[config.mk]
export PLATFORM = sky130hd
export DESIGN_NAME = macd_indicator_stream_core
export DESIGN_NICKNAME = d
export VERILOG_FILES = /design/src/design/macd_pkg.sv /design/src/design/macd_step_unit.sv /design/src/design/macd_indicator_stream_core.sv
export SDC_FILE = /design/constraint.sdc
export NUM_CORES = 2
export LEC_CHECK = 0
export BUFFER_PORTS_ARGS = -buffer_cell sky130_fd_sc_hd__buf_2
export CAP_MARGIN = 20
export CORE_UTILIZATION = 65
export CTS_BUF_LIST = sky130_fd_sc_hd__clkbuf_16
export CTS_CLUSTER_DIAMETER = 200
export CTS_CLUSTER_SIZE = 8
export DETAILED_ROUTE_END_ITERATION = 10
export GPL_ROUTABILITY_DRIVEN = 0
export PLACE_DENSITY = 0.88
export SKIP_CTS_REPAIR_TIMING = 1
export SLEW_MARGIN = 30
export SYNTH_ARGS = -nofsm -noshare
export SYNTH_HDL_FRONTEND = slang
export SYNTH_HIERARCHICAL = 1
export SYNTH_SLANG_ARGS = --single-unit
[constraint.sdc]
create_clock -name clk -period 10.5 [get_ports clk]
set_clock_uncertainty 0.1 [all_clocks]
set_input_delay 1.05 -clock clk [delete_from_list [all_inputs] [get_ports clk]]
set_output_delay 1.05 -clock clk [all_outputs]
set_load 0.05 [all_outputs]
[src/design/macd_pkg.sv]
package macd_pkg;

    localparam int PRICE_W     = 32;
    localparam int ALPHA_W     = 16;
    localparam int WARM_W      = 8;
    localparam int COUNT_W     = 8;
    localparam int AVG_W       = PRICE_W + ALPHA_W;
    localparam int SIG_W       = AVG_W + 1;
    localparam int DIFF_W      = SIG_W + 1;
    localparam int OUT_W       = 33;
    localparam int CFG_INDEX_W = 3;
    localparam int CFG_DATA_W  = 16;

    localparam logic [COUNT_W-1:0] COUNT_MAX  = '1;
    localparam logic [ALPHA_W-1:0] ROUND_HALF = 16'h8000;

    localparam logic [ALPHA_W-1:0] FAST_ALPHA_RESET    = 16'd10082;
    localparam logic [ALPHA_W-1:0] SLOW_ALPHA_RESET    = 16'd4855;
    localparam logic [ALPHA_W-1:0] SIGNAL_ALPHA_RESET  = 16'd13107;
    localparam logic [WARM_W-1:0]  SLOW_WARMUP_RESET   = 8'd26;
    localparam logic [WARM_W-1:0]  SIGNAL_WARMUP_RESET = 8'd9;

    typedef enum logic [CFG_INDEX_W-1:0] {
        CFG_FAST_ALPHA,
        CFG_SLOW_ALPHA,
        CFG_SIGNAL_ALPHA,
        CFG_SLOW_WARMUP,
        CFG_SIGNAL_WARMUP
    } cfg_index_t;

    typedef enum logic [3:0] {
        ST_IDLE,
        ST_FAST,
        ST_FAST_WAIT,
        ST_SLOW,
        ST_SLOW_WAIT,
        ST_MACD,
        ST_SIGNAL,
        ST_SIGNAL_WAIT,
        ST_OUT
    } state_t;

    typedef enum logic [1:0] {
        UNIT_IDLE,
        UNIT_LO,
        UNIT_HI,
        UNIT_SUM
    } unit_state_t;

    typedef struct packed {
        logic               start;
        logic [ALPHA_W-1:0] alpha;
    } step_req_t;

endpackage

[src/design/macd_step_unit.sv]
module macd_step_unit (
    input  logic                                clk,
    input  logic                                rst_n,
    input  macd_pkg::step_req_t                 req,
    input  logic signed [macd_pkg::DIFF_W-1:0]  diff,
    output logic signed [macd_pkg::DIFF_W-1:0]  step,
    output logic                                done
);
    import macd_pkg::*;

    localparam int HI_W       = DIFF_W - ALPHA_W;
    localparam int PROD_W     = HI_W + ALPHA_W;
    localparam int LOW_PROD_W = 2 * ALPHA_W;
    localparam int ROUND_W    = ALPHA_W + 1;

    unit_state_t               state_reg, state_next;
    logic                      neg_reg, neg_next;
    logic [DIFF_W-1:0]         mag_reg, mag_next;
    logic [ALPHA_W-1:0]        alpha_reg, alpha_next;
    logic [PROD_W-1:0]         prod_reg, prod_next;
    logic [ROUND_W-1:0]        round_reg, round_next;
    logic signed [DIFF_W-1:0]  step_reg, step_next;
    logic                      done_reg, done_next;

    logic [HI_W-1:0]           mul_a;
    logic [PROD_W-1:0]         product;
    logic [LOW_PROD_W:0]       low_biased;
    logic [PROD_W-1:0]         total;

    // one multiplier: low half of the magnitude first, then the high half
    assign mul_a      = (state_reg == UNIT_LO) ? HI_W'(mag_reg[ALPHA_W-1:0])
                                               : mag_reg[DIFF_W-1:ALPHA_W];
    assign product    = PROD_W'(mul_a) * PROD_W'(alpha_reg);
    assign low_biased = (LOW_PROD_W+1)'(prod_reg[LOW_PROD_W-1:0])
                      + (LOW_PROD_W+1)'(ROUND_HALF);
    assign total      = prod_reg + PROD_W'(round_reg);

    always_comb
    begin
        state_next = state_reg;
        neg_next   = neg_reg;
        mag_next   = mag_reg;
        alpha_next = alpha_reg;
        prod_next  = prod_reg;
        round_next = round_reg;
        step_next  = step_reg;
        done_next  = 1'b0;
        unique case (state_reg)
            UNIT_IDLE:
            begin
                if (req.start)
                begin
                    neg_next   = diff[DIFF_W-1];
                    mag_next   = diff[DIFF_W-1] ? $unsigned(-diff) : $unsigned(diff);
                    alpha_next = req.alpha;
                    state_next = UNIT_LO;
                end
            end
            UNIT_LO:
            begin
                prod_next  = product;
                state_next = UNIT_HI;
            end
            UNIT_HI:
            begin
                round_next = low_biased[LOW_PROD_W:ALPHA_W];
                prod_next  = product;
                state_next = UNIT_SUM;
            end
            UNIT_SUM:
            begin
                // magnitude was scaled, sign goes back on here
                step_next  = neg_reg ? -$signed(total) : $signed(total);
                done_next  = 1'b1;
                state_next = UNIT_IDLE;
            end
            default:
            begin
                state_next = UNIT_IDLE;
            end
        endcase
    end

    always_ff @(posedge clk or negedge rst_n)
    begin
        if (!rst_n)
        begin
            state_reg <= UNIT_IDLE;
            done_reg  <= 1'b0;
        end
        else
        begin
            state_reg <= state_next;
            done_reg  <= done_next;
        end
    end

    always_ff @(posedge clk)
    begin
        neg_reg   <= neg_next;
        mag_reg   <= mag_next;
        alpha_reg <= alpha_next;
        prod_reg  <= prod_next;
        round_reg <= round_next;
        step_reg  <= step_next;
    end

    assign step = step_reg;
    assign done = done_reg;

    a_done_after_start: assert property (@(posedge clk) disable iff (!rst_n)
        req.start && state_reg == UNIT_IDLE |-> ##4 done)
        else $error("step unit did not finish four cycles after start");

    a_done_single: assert property (@(posedge clk) disable iff (!rst_n)
        done |=> !done)
        else $error("step unit done held for more than one cycle");

endmodule

[src/design/macd_indicator_stream_core.sv]
// MACD indicator over a stream of closing prices (unsigned Q16.16, one per bar). Fast and
// slow exponential averages are kept at 32 fraction bits and seeded with the first price of
// a series (first bar after reset or a bar with start_series set); the signal line averages
// the valid MACD values. Each bar produces one result transaction. Every average update
// is a request state followed by a pass through the shared 34x16 multiply-and-round unit;
// a bar that seeds the averages skips the fast and slow updates. Each bar also passes
// through entry, MACD and the output register, and when the signal line is skipped or
// seeded, through a state that decides so.
// in_ready is high only between bars; a finished result waits in the output register, so
// the next bar is taken while it is still held. Configuration writes are always accepted
// and must only be issued while no bar is in progress.
module macd_indicator_stream_core (
    input  logic                                 clk,
    input  logic                                 rst_n,
    input  logic                                 cfg_valid,
    output logic                                 cfg_ready,
    input  logic [macd_pkg::CFG_INDEX_W-1:0]     cfg_index,
    input  logic [macd_pkg::CFG_DATA_W-1:0]      cfg_data,
    input  logic                                 in_valid,
    output logic                                 in_ready,
    input  logic [macd_pkg::PRICE_W-1:0]         price,
    input  logic                                 start_series,
    output logic                                 out_valid,
    input  logic                                 out_ready,
    output logic signed [macd_pkg::OUT_W-1:0]    macd_value,
    output logic signed [macd_pkg::OUT_W-1:0]    signal_value,
    output logic                                 macd_valid,
    output logic                                 signal_valid
);
    import macd_pkg::*;

    localparam int RND_W = SIG_W + 1;
    localparam int SHR_W = RND_W - ALPHA_W;
    localparam logic signed [RND_W-1:0] BIAS_POS = RND_W'(ROUND_HALF);
    localparam logic signed [RND_W-1:0] BIAS_NEG = RND_W'(ROUND_HALF) - RND_W'(1);
    localparam logic signed [SHR_W-1:0] OUT_HI   = SHR_W'(64'sd4294967295);
    localparam logic signed [SHR_W-1:0] OUT_LO   = -SHR_W'(64'sd4294967296);

    // Q.32 to Q16.16, rounded half away from zero, saturated
    function automatic logic [OUT_W-1:0] to_output(input logic signed [SIG_W-1:0] v);
        logic signed [RND_W-1:0] biased;
        logic signed [SHR_W-1:0] r;
        biased = RND_W'(v) + (v[SIG_W-1] ? BIAS_NEG : BIAS_POS);
        r      = $signed(biased[RND_W-1:ALPHA_W]);
        if (r > OUT_HI)
            return OUT_W'(OUT_HI);
        else if (r < OUT_LO)
            return OUT_W'(OUT_LO);
        else
            return r[OUT_W-1:0];
    endfunction

    state_t                    state_reg, state_next;
    logic [AVG_W-1:0]          x_reg, x_next;
    logic [AVG_W-1:0]          fast_reg, fast_next;
    logic [AVG_W-1:0]          slow_reg, slow_next;
    logic signed [SIG_W-1:0]   signal_reg, signal_next;
    logic signed [SIG_W-1:0]   macd_reg, macd_next;
    logic                      mvalid_reg, mvalid_next;
    logic [COUNT_W-1:0]        sample_count_reg, sample_count_next;
    logic [COUNT_W-1:0]        macd_count_reg, macd_count_next;

    logic [ALPHA_W-1:0]        fast_alpha_reg, fast_alpha_next;
    logic [ALPHA_W-1:0]        slow_alpha_reg, slow_alpha_next;
    logic [ALPHA_W-1:0]        signal_alpha_reg, signal_alpha_next;
    logic [WARM_W-1:0]         slow_warmup_reg, slow_warmup_next;
    logic [WARM_W-1:0]         signal_warmup_reg, signal_warmup_next;

    logic                      out_valid_reg, out_valid_next;
    logic [OUT_W-1:0]          macd_value_reg, macd_value_next;
    logic [OUT_W-1:0]          signal_value_reg, signal_value_next;
    logic                      macd_valid_reg, macd_valid_next;
    logic                      signal_valid_reg, signal_valid_next;

    step_req_t                 unit_req;
    logic signed [DIFF_W-1:0]  unit_diff;
    logic signed [DIFF_W-1:0]  unit_step;
    logic                      unit_done;

    logic [AVG_W-1:0]          price_q;
    logic signed [DIFF_W-1:0]  x_ext, fast_ext, slow_ext, signal_ext, macd_ext;
    logic signed [DIFF_W-1:0]  fast_sum, slow_sum, signal_sum;
    logic                      svalid;

    assign price_q    = {price, ALPHA_W'(0)};
    assign x_ext      = $signed(DIFF_W'(x_reg));
    assign fast_ext   = $signed(DIFF_W'(fast_reg));
    assign slow_ext   = $signed(DIFF_W'(slow_reg));
    assign signal_ext = DIFF_W'(signal_reg);
    assign macd_ext   = DIFF_W'(macd_reg);
    assign fast_sum   = fast_ext + unit_step;
    assign slow_sum   = slow_ext + unit_step;
    assign signal_sum = signal_ext + unit_step;
    assign svalid     = mvalid_reg && (macd_count_reg >= signal_warmup_reg);

    assign cfg_ready  = 1'b1;
    assign in_ready   = (state_reg == ST_IDLE);

    macd_step_unit u_step (
        .clk   (clk),
        .rst_n (rst_n),
        .req   (unit_req),
        .diff  (unit_diff),
        .step  (unit_step),
        .done  (unit_done)
    );

    always_comb
    begin
        state_next         = state_reg;
        x_next             = x_reg;
        fast_next          = fast_reg;
        slow_next          = slow_reg;
        signal_next        = signal_reg;
        macd_next          = macd_reg;
        mvalid_next        = mvalid_reg;
        sample_count_next  = sample_count_reg;
        macd_count_next    = macd_count_reg;
        fast_alpha_next    = fast_alpha_reg;
        slow_alpha_next    = slow_alpha_reg;
        signal_alpha_next  = signal_alpha_reg;
        slow_warmup_next   = slow_warmup_reg;
        signal_warmup_next = signal_warmup_reg;
        out_valid_next     = out_valid_reg;
        macd_value_next    = macd_value_reg;
        signal_value_next  = signal_value_reg;
        macd_valid_next    = macd_valid_reg;
        signal_valid_next  = signal_valid_reg;
        unit_req.start     = 1'b0;
        unit_req.alpha     = fast_alpha_reg;
        unit_diff          = '0;

        if (cfg_valid && cfg_ready)
        begin
            unique case (cfg_index_t'(cfg_index))
                CFG_FAST_ALPHA:    fast_alpha_next    = cfg_data;
                CFG_SLOW_ALPHA:    slow_alpha_next    = cfg_data;
                CFG_SIGNAL_ALPHA:  signal_alpha_next  = cfg_data;
                CFG_SLOW_WARMUP:   slow_warmup_next   = cfg_data[WARM_W-1:0];
                CFG_SIGNAL_WARMUP: signal_warmup_next = cfg_data[WARM_W-1:0];
                default:           ;
            endcase
        end

        if (out_valid_reg && out_ready)
            out_valid_next = 1'b0;

        unique case (state_reg)
            ST_IDLE:
            begin
                if (in_valid)
                begin
                    x_next = price_q;
                    if (start_series || sample_count_reg == '0)
                    begin
                        fast_next         = price_q;
                        slow_next         = price_q;
                        signal_next       = '0;
                        sample_count_next = COUNT_W'(1);
                        macd_count_next   = '0;
                        state_next        = ST_MACD;
                    end
                    else
                    begin
                        state_next = ST_FAST;
                    end
                end
            end
            ST_FAST:
            begin
                unit_req.start = 1'b1;
                unit_req.alpha = fast_alpha_reg;
                unit_diff      = x_ext - fast_ext;
                state_next     = ST_FAST_WAIT;
            end
            ST_FAST_WAIT:
            begin
                if (unit_done)
                begin
                    fast_next  = fast_sum[AVG_W-1:0];
                    state_next = ST_SLOW;
                end
            end
            ST_SLOW:
            begin
                unit_req.start = 1'b1;
                unit_req.alpha = slow_alpha_reg;
                unit_diff      = x_ext - slow_ext;
                state_next     = ST_SLOW_WAIT;
            end
            ST_SLOW_WAIT:
            begin
                if (unit_done)
                begin
                    slow_next = slow_sum[AVG_W-1:0];
                    if (sample_count_reg != COUNT_MAX)
                        sample_count_next = sample_count_reg + COUNT_W'(1);
                    state_next = ST_MACD;
                end
            end
            ST_MACD:
            begin
                macd_next   = $signed(SIG_W'(fast_reg)) - $signed(SIG_W'(slow_reg));
                mvalid_next = (sample_count_reg >= slow_warmup_reg);
                state_next  = ST_SIGNAL;
            end
            ST_SIGNAL:
            begin
                if (!mvalid_reg)
                begin
                    state_next = ST_OUT;
                end
                else if (macd_count_reg == '0)
                begin
                    // first valid macd seeds the signal line
                    signal_next     = macd_reg;
                    macd_count_next = COUNT_W'(1);
                    state_next      = ST_OUT;
                end
                else
                begin
                    unit_req.start = 1'b1;
                    unit_req.alpha = signal_alpha_reg;
                    unit_diff      = macd_ext - signal_ext;
                    state_next     = ST_SIGNAL_WAIT;
                end
            end
            ST_SIGNAL_WAIT:
            begin
                if (unit_done)
                begin
                    signal_next = $signed(signal_sum[SIG_W-1:0]);
                    if (macd_count_reg != COUNT_MAX)
                        macd_count_next = macd_count_reg + COUNT_W'(1);
                    state_next = ST_OUT;
                end
            end
            ST_OUT:
            begin
                // wait here only while the previous result is still held
                if (!out_valid_reg || out_ready)
                begin
                    out_valid_next    = 1'b1;
                    macd_valid_next   = mvalid_reg;
                    signal_valid_next = svalid;
                    macd_value_next   = mvalid_reg ? to_output(macd_reg) : '0;
                    signal_value_next = svalid ? to_output(signal_reg) : '0;
                    state_next        = ST_IDLE;
                end
            end
            default:
            begin
                state_next = ST_IDLE;
            end
        endcase
    end

    always_ff @(posedge clk or negedge rst_n)
    begin
        if (!rst_n)
        begin
            state_reg         <= ST_IDLE;
            sample_count_reg  <= '0;
            macd_count_reg    <= '0;
            mvalid_reg        <= 1'b0;
            fast_alpha_reg    <= FAST_ALPHA_RESET;
            slow_alpha_reg    <= SLOW_ALPHA_RESET;
            signal_alpha_reg  <= SIGNAL_ALPHA_RESET;
            slow_warmup_reg   <= SLOW_WARMUP_RESET;
            signal_warmup_reg <= SIGNAL_WARMUP_RESET;
            out_valid_reg     <= 1'b0;
        end
        else
        begin
            state_reg         <= state_next;
            sample_count_reg  <= sample_count_next;
            macd_count_reg    <= macd_count_next;
            mvalid_reg        <= mvalid_next;
            fast_alpha_reg    <= fast_alpha_next;
            slow_alpha_reg    <= slow_alpha_next;
            signal_alpha_reg  <= signal_alpha_next;
            slow_warmup_reg   <= slow_warmup_next;
            signal_warmup_reg <= signal_warmup_next;
            out_valid_reg     <= out_valid_next;
        end
    end

    always_ff @(posedge clk)
    begin
        x_reg            <= x_next;
        fast_reg         <= fast_next;
        slow_reg         <= slow_next;
        signal_reg       <= signal_next;
        macd_reg         <= macd_next;
        macd_value_reg   <= macd_value_next;
        signal_value_reg <= signal_value_next;
        macd_valid_reg   <= macd_valid_next;
        signal_valid_reg <= signal_valid_next;
    end

    assign out_valid    = out_valid_reg;
    assign macd_value   = $signed(macd_value_reg);
    assign signal_value = $signed(signal_value_reg);
    assign macd_valid   = macd_valid_reg;
    assign signal_valid = signal_valid_reg;

    a_busy_after_accept: assert property (@(posedge clk) disable iff (!rst_n)
        in_valid && in_ready |=> !in_ready)
        else $error("input taken again right after a transaction");

    a_signal_needs_macd: assert property (@(posedge clk) disable iff (!rst_n)
        out_valid |-> (macd_valid || !signal_valid))
        else $error("signal line valid without valid macd");

    a_invalid_macd_zero: assert property (@(posedge clk) disable iff (!rst_n)
        out_valid && !macd_valid |-> (macd_value == '0 && signal_value == '0))
        else $error("nonzero value reported during warm-up");

endmodule
## Word level (Yosys, flattened, before mapping)

Index checks and enable logic that the tools add are counted.

| word-level totals | value |
|---|---|
| bits in registers | 565 |
| input port bits | 57 |
| output and inout bits | 71 |
| logic and storage cells | 166 |

| operators by class | value |
|---|---|
| add/subtract/negate cells | 15 |
| multiply operators | 1 |
| magnitude comparators | 6 |
| equal/unequal tests | 28 |
| multiplexer cells | 54 |
| bitwise gates (word level) | 2 |
| reductions and logical operators | 30 |

Operators with widths:

| operator | number |
|---|---|
| 49-bit two-way mux | 7 |
| 48-bit two-way mux | 4 |
| 48-bit case mux with 2 select lines | 2 |
| 50-bit case mux with 3 select lines | 1 |
| 49-bit case mux with 3 select lines | 1 |
| 48-bit by 48-bit subtractor with 49-bit output | 3 |
| 49-bit by 17-bit adder with 50-bit output | 2 |
| 50-bit two-way mux | 2 |
| 48-bit adder | 2 |
| 8-bit two-way mux | 10 |
| 34-bit by 33-bit greater-than comparator with 1-bit output, second input constant | 2 |
| 34-bit by 33-bit less-than comparator with 1-bit output, second input constant | 2 |
| 33-bit two-way mux | 2 |
| 32-bit two-way mux | 2 |
| 17-bit case mux with 3 select lines | 1 |
| 50-bit negator | 1 |
| 49-bit by 49-bit subtractor with 50-bit output | 1 |
| 49-bit by 17-bit adder with 49-bit output | 1 |
| 49-bit adder | 1 |
| 34-bit by 16-bit multiplier with 49-bit output | 1 |
| 49-bit negator | 1 |
| 4-bit case mux with 9 select lines | 1 |
| 17-bit two-way mux | 2 |
| 34-bit two-way mux | 1 |
| other kinds (39) | 83 |

## Logic depth before layout (Yosys ltp)

| logic depth | value |
|---|---|
| depth after elaboration | 6 |
| mapped depth | 31 |
| gate-level depth less buffers | 26 |

## By module

The synthesis kept the hierarchy.

By module, submodules not included:

| module | times used | cells each | area an instance (sq um) | sequential area each (sq um) |
|---|---|---|---|---|
| macd_indicator_stream_core | 1 | 3,895 | 34,111.5 | 11,016.8 |
| macd_step_unit | 1 | 2,807 | 27,074.7 | 5,600.4 |

## Least setup slack after synthesis

OpenSTA, ideal clock, no wires.

| path | value |
|---|---|
| path type | reg-to-reg |
| start point | register u_step.state_reg[1] |
| end point | register u_step.prod_reg[43] (data pin) |
| setup time | 269 ps |
| arrival time | 7,223 ps |
| required time | 10,131 ps |
| slack | 2,908 ps |
| cell stages (with the launch flop) | 28 |
| buffers on the path | 3 |
| clock period less this slack | 7,592 ps |
| path through | dfrtp_1 inv_1 ha_1 clkbuf_1 clkbuf_1 mux2_2 clkbuf_1 nand2_1 fa_1 fa_1 fa_1 inv_1 fa_1 fa_1 inv_1 fa_1 inv_1 ha_1 a211o_1 a21oi_1 nor4bb_1 o31ai_1 a211o_1 a21oi_1 o21ai_0 a21oi_1 o31ai_1 xor2_1 |

| on the way | value |
|---|---|
| cells in the longest elaborated chain, start to end | 3 |

Ends and longest elaborated chain:

| what | RTL line | text |
|---|---|---|
| start, declared | macd_step_unit.sv:16 | `unit_state_t state_reg, state_next;` |
| start signal, assigned | macd_step_unit.sv:93 | `state_reg <= state_next;` |
| 2-bit by 1-bit == test with 1-bit output | macd_step_unit.sv:31 | `assign mul_a = (state_reg == UNIT_LO) ? HI_W'(mag_reg[ALPHA_W-1:0])` |
| 34-bit two-way mux | macd_step_unit.sv:31 |  |
| 34-bit by 16-bit multiplier with 49-bit output | macd_step_unit.sv:33 | `assign product = PROD_W'(mul_a) * PROD_W'(alpha_reg);` |
| net u_step.product[43] | macd_step_unit.sv:26 | `logic [PROD_W-1:0] product;` |
| end signal, assigned | macd_step_unit.sv:103 | `prod_reg <= prod_next;` |
| end, declared | macd_step_unit.sv:20 | `logic [PROD_W-1:0] prod_reg, prod_next;` |

The timed path passes the listed nets, and every way through them passes these cells.
A chain may end at the register's enable or synchronous reset.

## Worst setup path in the final report

| path | value |
|---|---|
| start point | register u_step.state_reg[1] |
| end point | register u_step.prod_reg[48] (data pin) |

The elaborated chain is that of the path after synthesis.

==> out/summary.txt <==
Final setup fails - 0
RSZ-0062 raised after global routing - false
Final period util - 84.3%
Vias in the first global route - 52200
Max reg flops - 50
Worst-path fanout max - 34
Final WL - 183 mm
Vias per cell - 6.65
Fill cell count - 6522
Synthesized Nets - 7696
Core ar. - 93200 um^2
Syn Inst Count - 6685
Fin. max-slew vios - 0
Initial antenna violation count - 12
FF-to-FF End - u_step/prod_reg[48]
FF-to-FF Start - u_step/state_reg[1]
CTS max path bufs - 3
Die Width - 308 um
H-tree Lvls - 3
Gr usage total - 38.3%
Internal reg-to-reg setup slack - 1650 ps
CP required - 10790 ps
Crit path largest cell delay - 860 ps
Maximum clock frequency - 113 MHz
Kind of critical path - reg2reg
Wire per inst - 22.9 um
Pre-Repair DR Iteration Count - 10
Outcome - finished clean
Dpl hpwl - 139 mm
Cts bufs inserted - 80
Storage element area - 16600 um^2
CP Buf/Inv Count - 6
Critical Path Start Type - register
Setup TNS - 0 ps
Stages on worst setup path - 25
First-pass GRT wire length - 282 mm
Dpl cells - 7868
Total die area - 95100 um^2
Routed Antenna Nets - 0
Area Growth Syn to Fin - 6.83%
Max-Cap Viols - 0
Worst r2r path cells - 25
Post-Syn Area - 61000 um^2
Synth Warn # - 6
Sink Count - 565
CTS clk-pin slew, worst paths - 60 ps
Tmin final - 8850 ps
Crit end category - register
Std cell rows - 112
Clk root buf - clkbuf_16
Global route total overflow - 0
WP data arrival - 9140 ps
Die Span Y - 308 um
Slew headroom - 26.7%
Slowest-stage cell, CP - ha_2
Final hold vios - 0
Port bufs - 126
Top delay family on crit path - adder cells
Avg Synthesized Cell Area - 9.13 um^2
DRC - 0
Clk_lat worst skew - 660 ps
Worst Max-Slew Pin Slew - 1090 ps
Worst min path class - in2async
Ports - 128
Share of cells above drive strength 1 - 7.29%
Multi-input logic area - 40800 um^2
Initial DRC Count - 6326
Final Non-Filler Cells - 8001
CTS tree - built
Vias - 53200
Initial Utilization - 65.5%
Largest net degree at the start of global routing - 73
Nets - 7707
==> worst max path at each step <==
stage | start | to | slack, ps
after global routing | u_step/state_reg[1] | u_step/prod_reg[48] | 1360
after floorplan | u_step/state_reg[1] | u_step/prod_reg[43] | 2910
after global placement | u_step/state_reg[1] | u_step/prod_reg[43] | 2330
after CTS | u_step/state_reg[1] | u_step/prod_reg[43] | 1900
after detailed placement | u_step/state_reg[1] | u_step/prod_reg[43] | 1950
final | u_step/state_reg[1] | u_step/prod_reg[48] | 1650
==> layout make-up <==
class	count	area share (%)
antenna	8	0.0307
clock buffer	82	3.15
clock inverter	43	0.344
inverter	744	4.28
multi-input combinational	5107	62.6
sequential	565	25.4
tap	1254	2.41
timing repair buffer	198	1.80
==> metrics by stage <==
stage | area [um^2] | worst slack, ps | hold WS (ps) | util [%]
final | 65200 | 1650 | 246 | 70.0
after global routing | 65200 | 1360 | 244 | 69.9
after CTS | 65200 | 1900 | 226 | 69.9
after detailed placement | 62900 | 1950 | 397 | 67.5
after global placement | 62800 | 2330 | 388 | 67.4
after floorplan | 61000 | 2910 | 323 | -
==> cell usage in the layout (no fill, tap or decap), drive strengths merged, types with 60 or more instances in the layout <==
cell type / count
and2: 263
mux2: 76
buf: 198
fa: 452
xnor2: 333
nand3: 140
ha: 502
edfxtp: 476
inv: 783
nand4: 87
a21o: 218
nand2: 740
nor3: 92
nor2b: 75
o21ai: 335
clkbuf: 82
dfrtp: 60
a21oi: 451
xor2: 183
and3: 61
nor2: 307
==> metal layers <==
metal,track usage [%],wire (um),vias up
met5,0,65,-
li1,-,-,23200
met1,48.0,63600,25200
met4,20.8,11400,10
met3,10.3,26900,888
met2,60.3,81500,3881
Power is not shown: default switching activity piles up to over one toggle a cycle in this logic, so the estimate is an artifact.
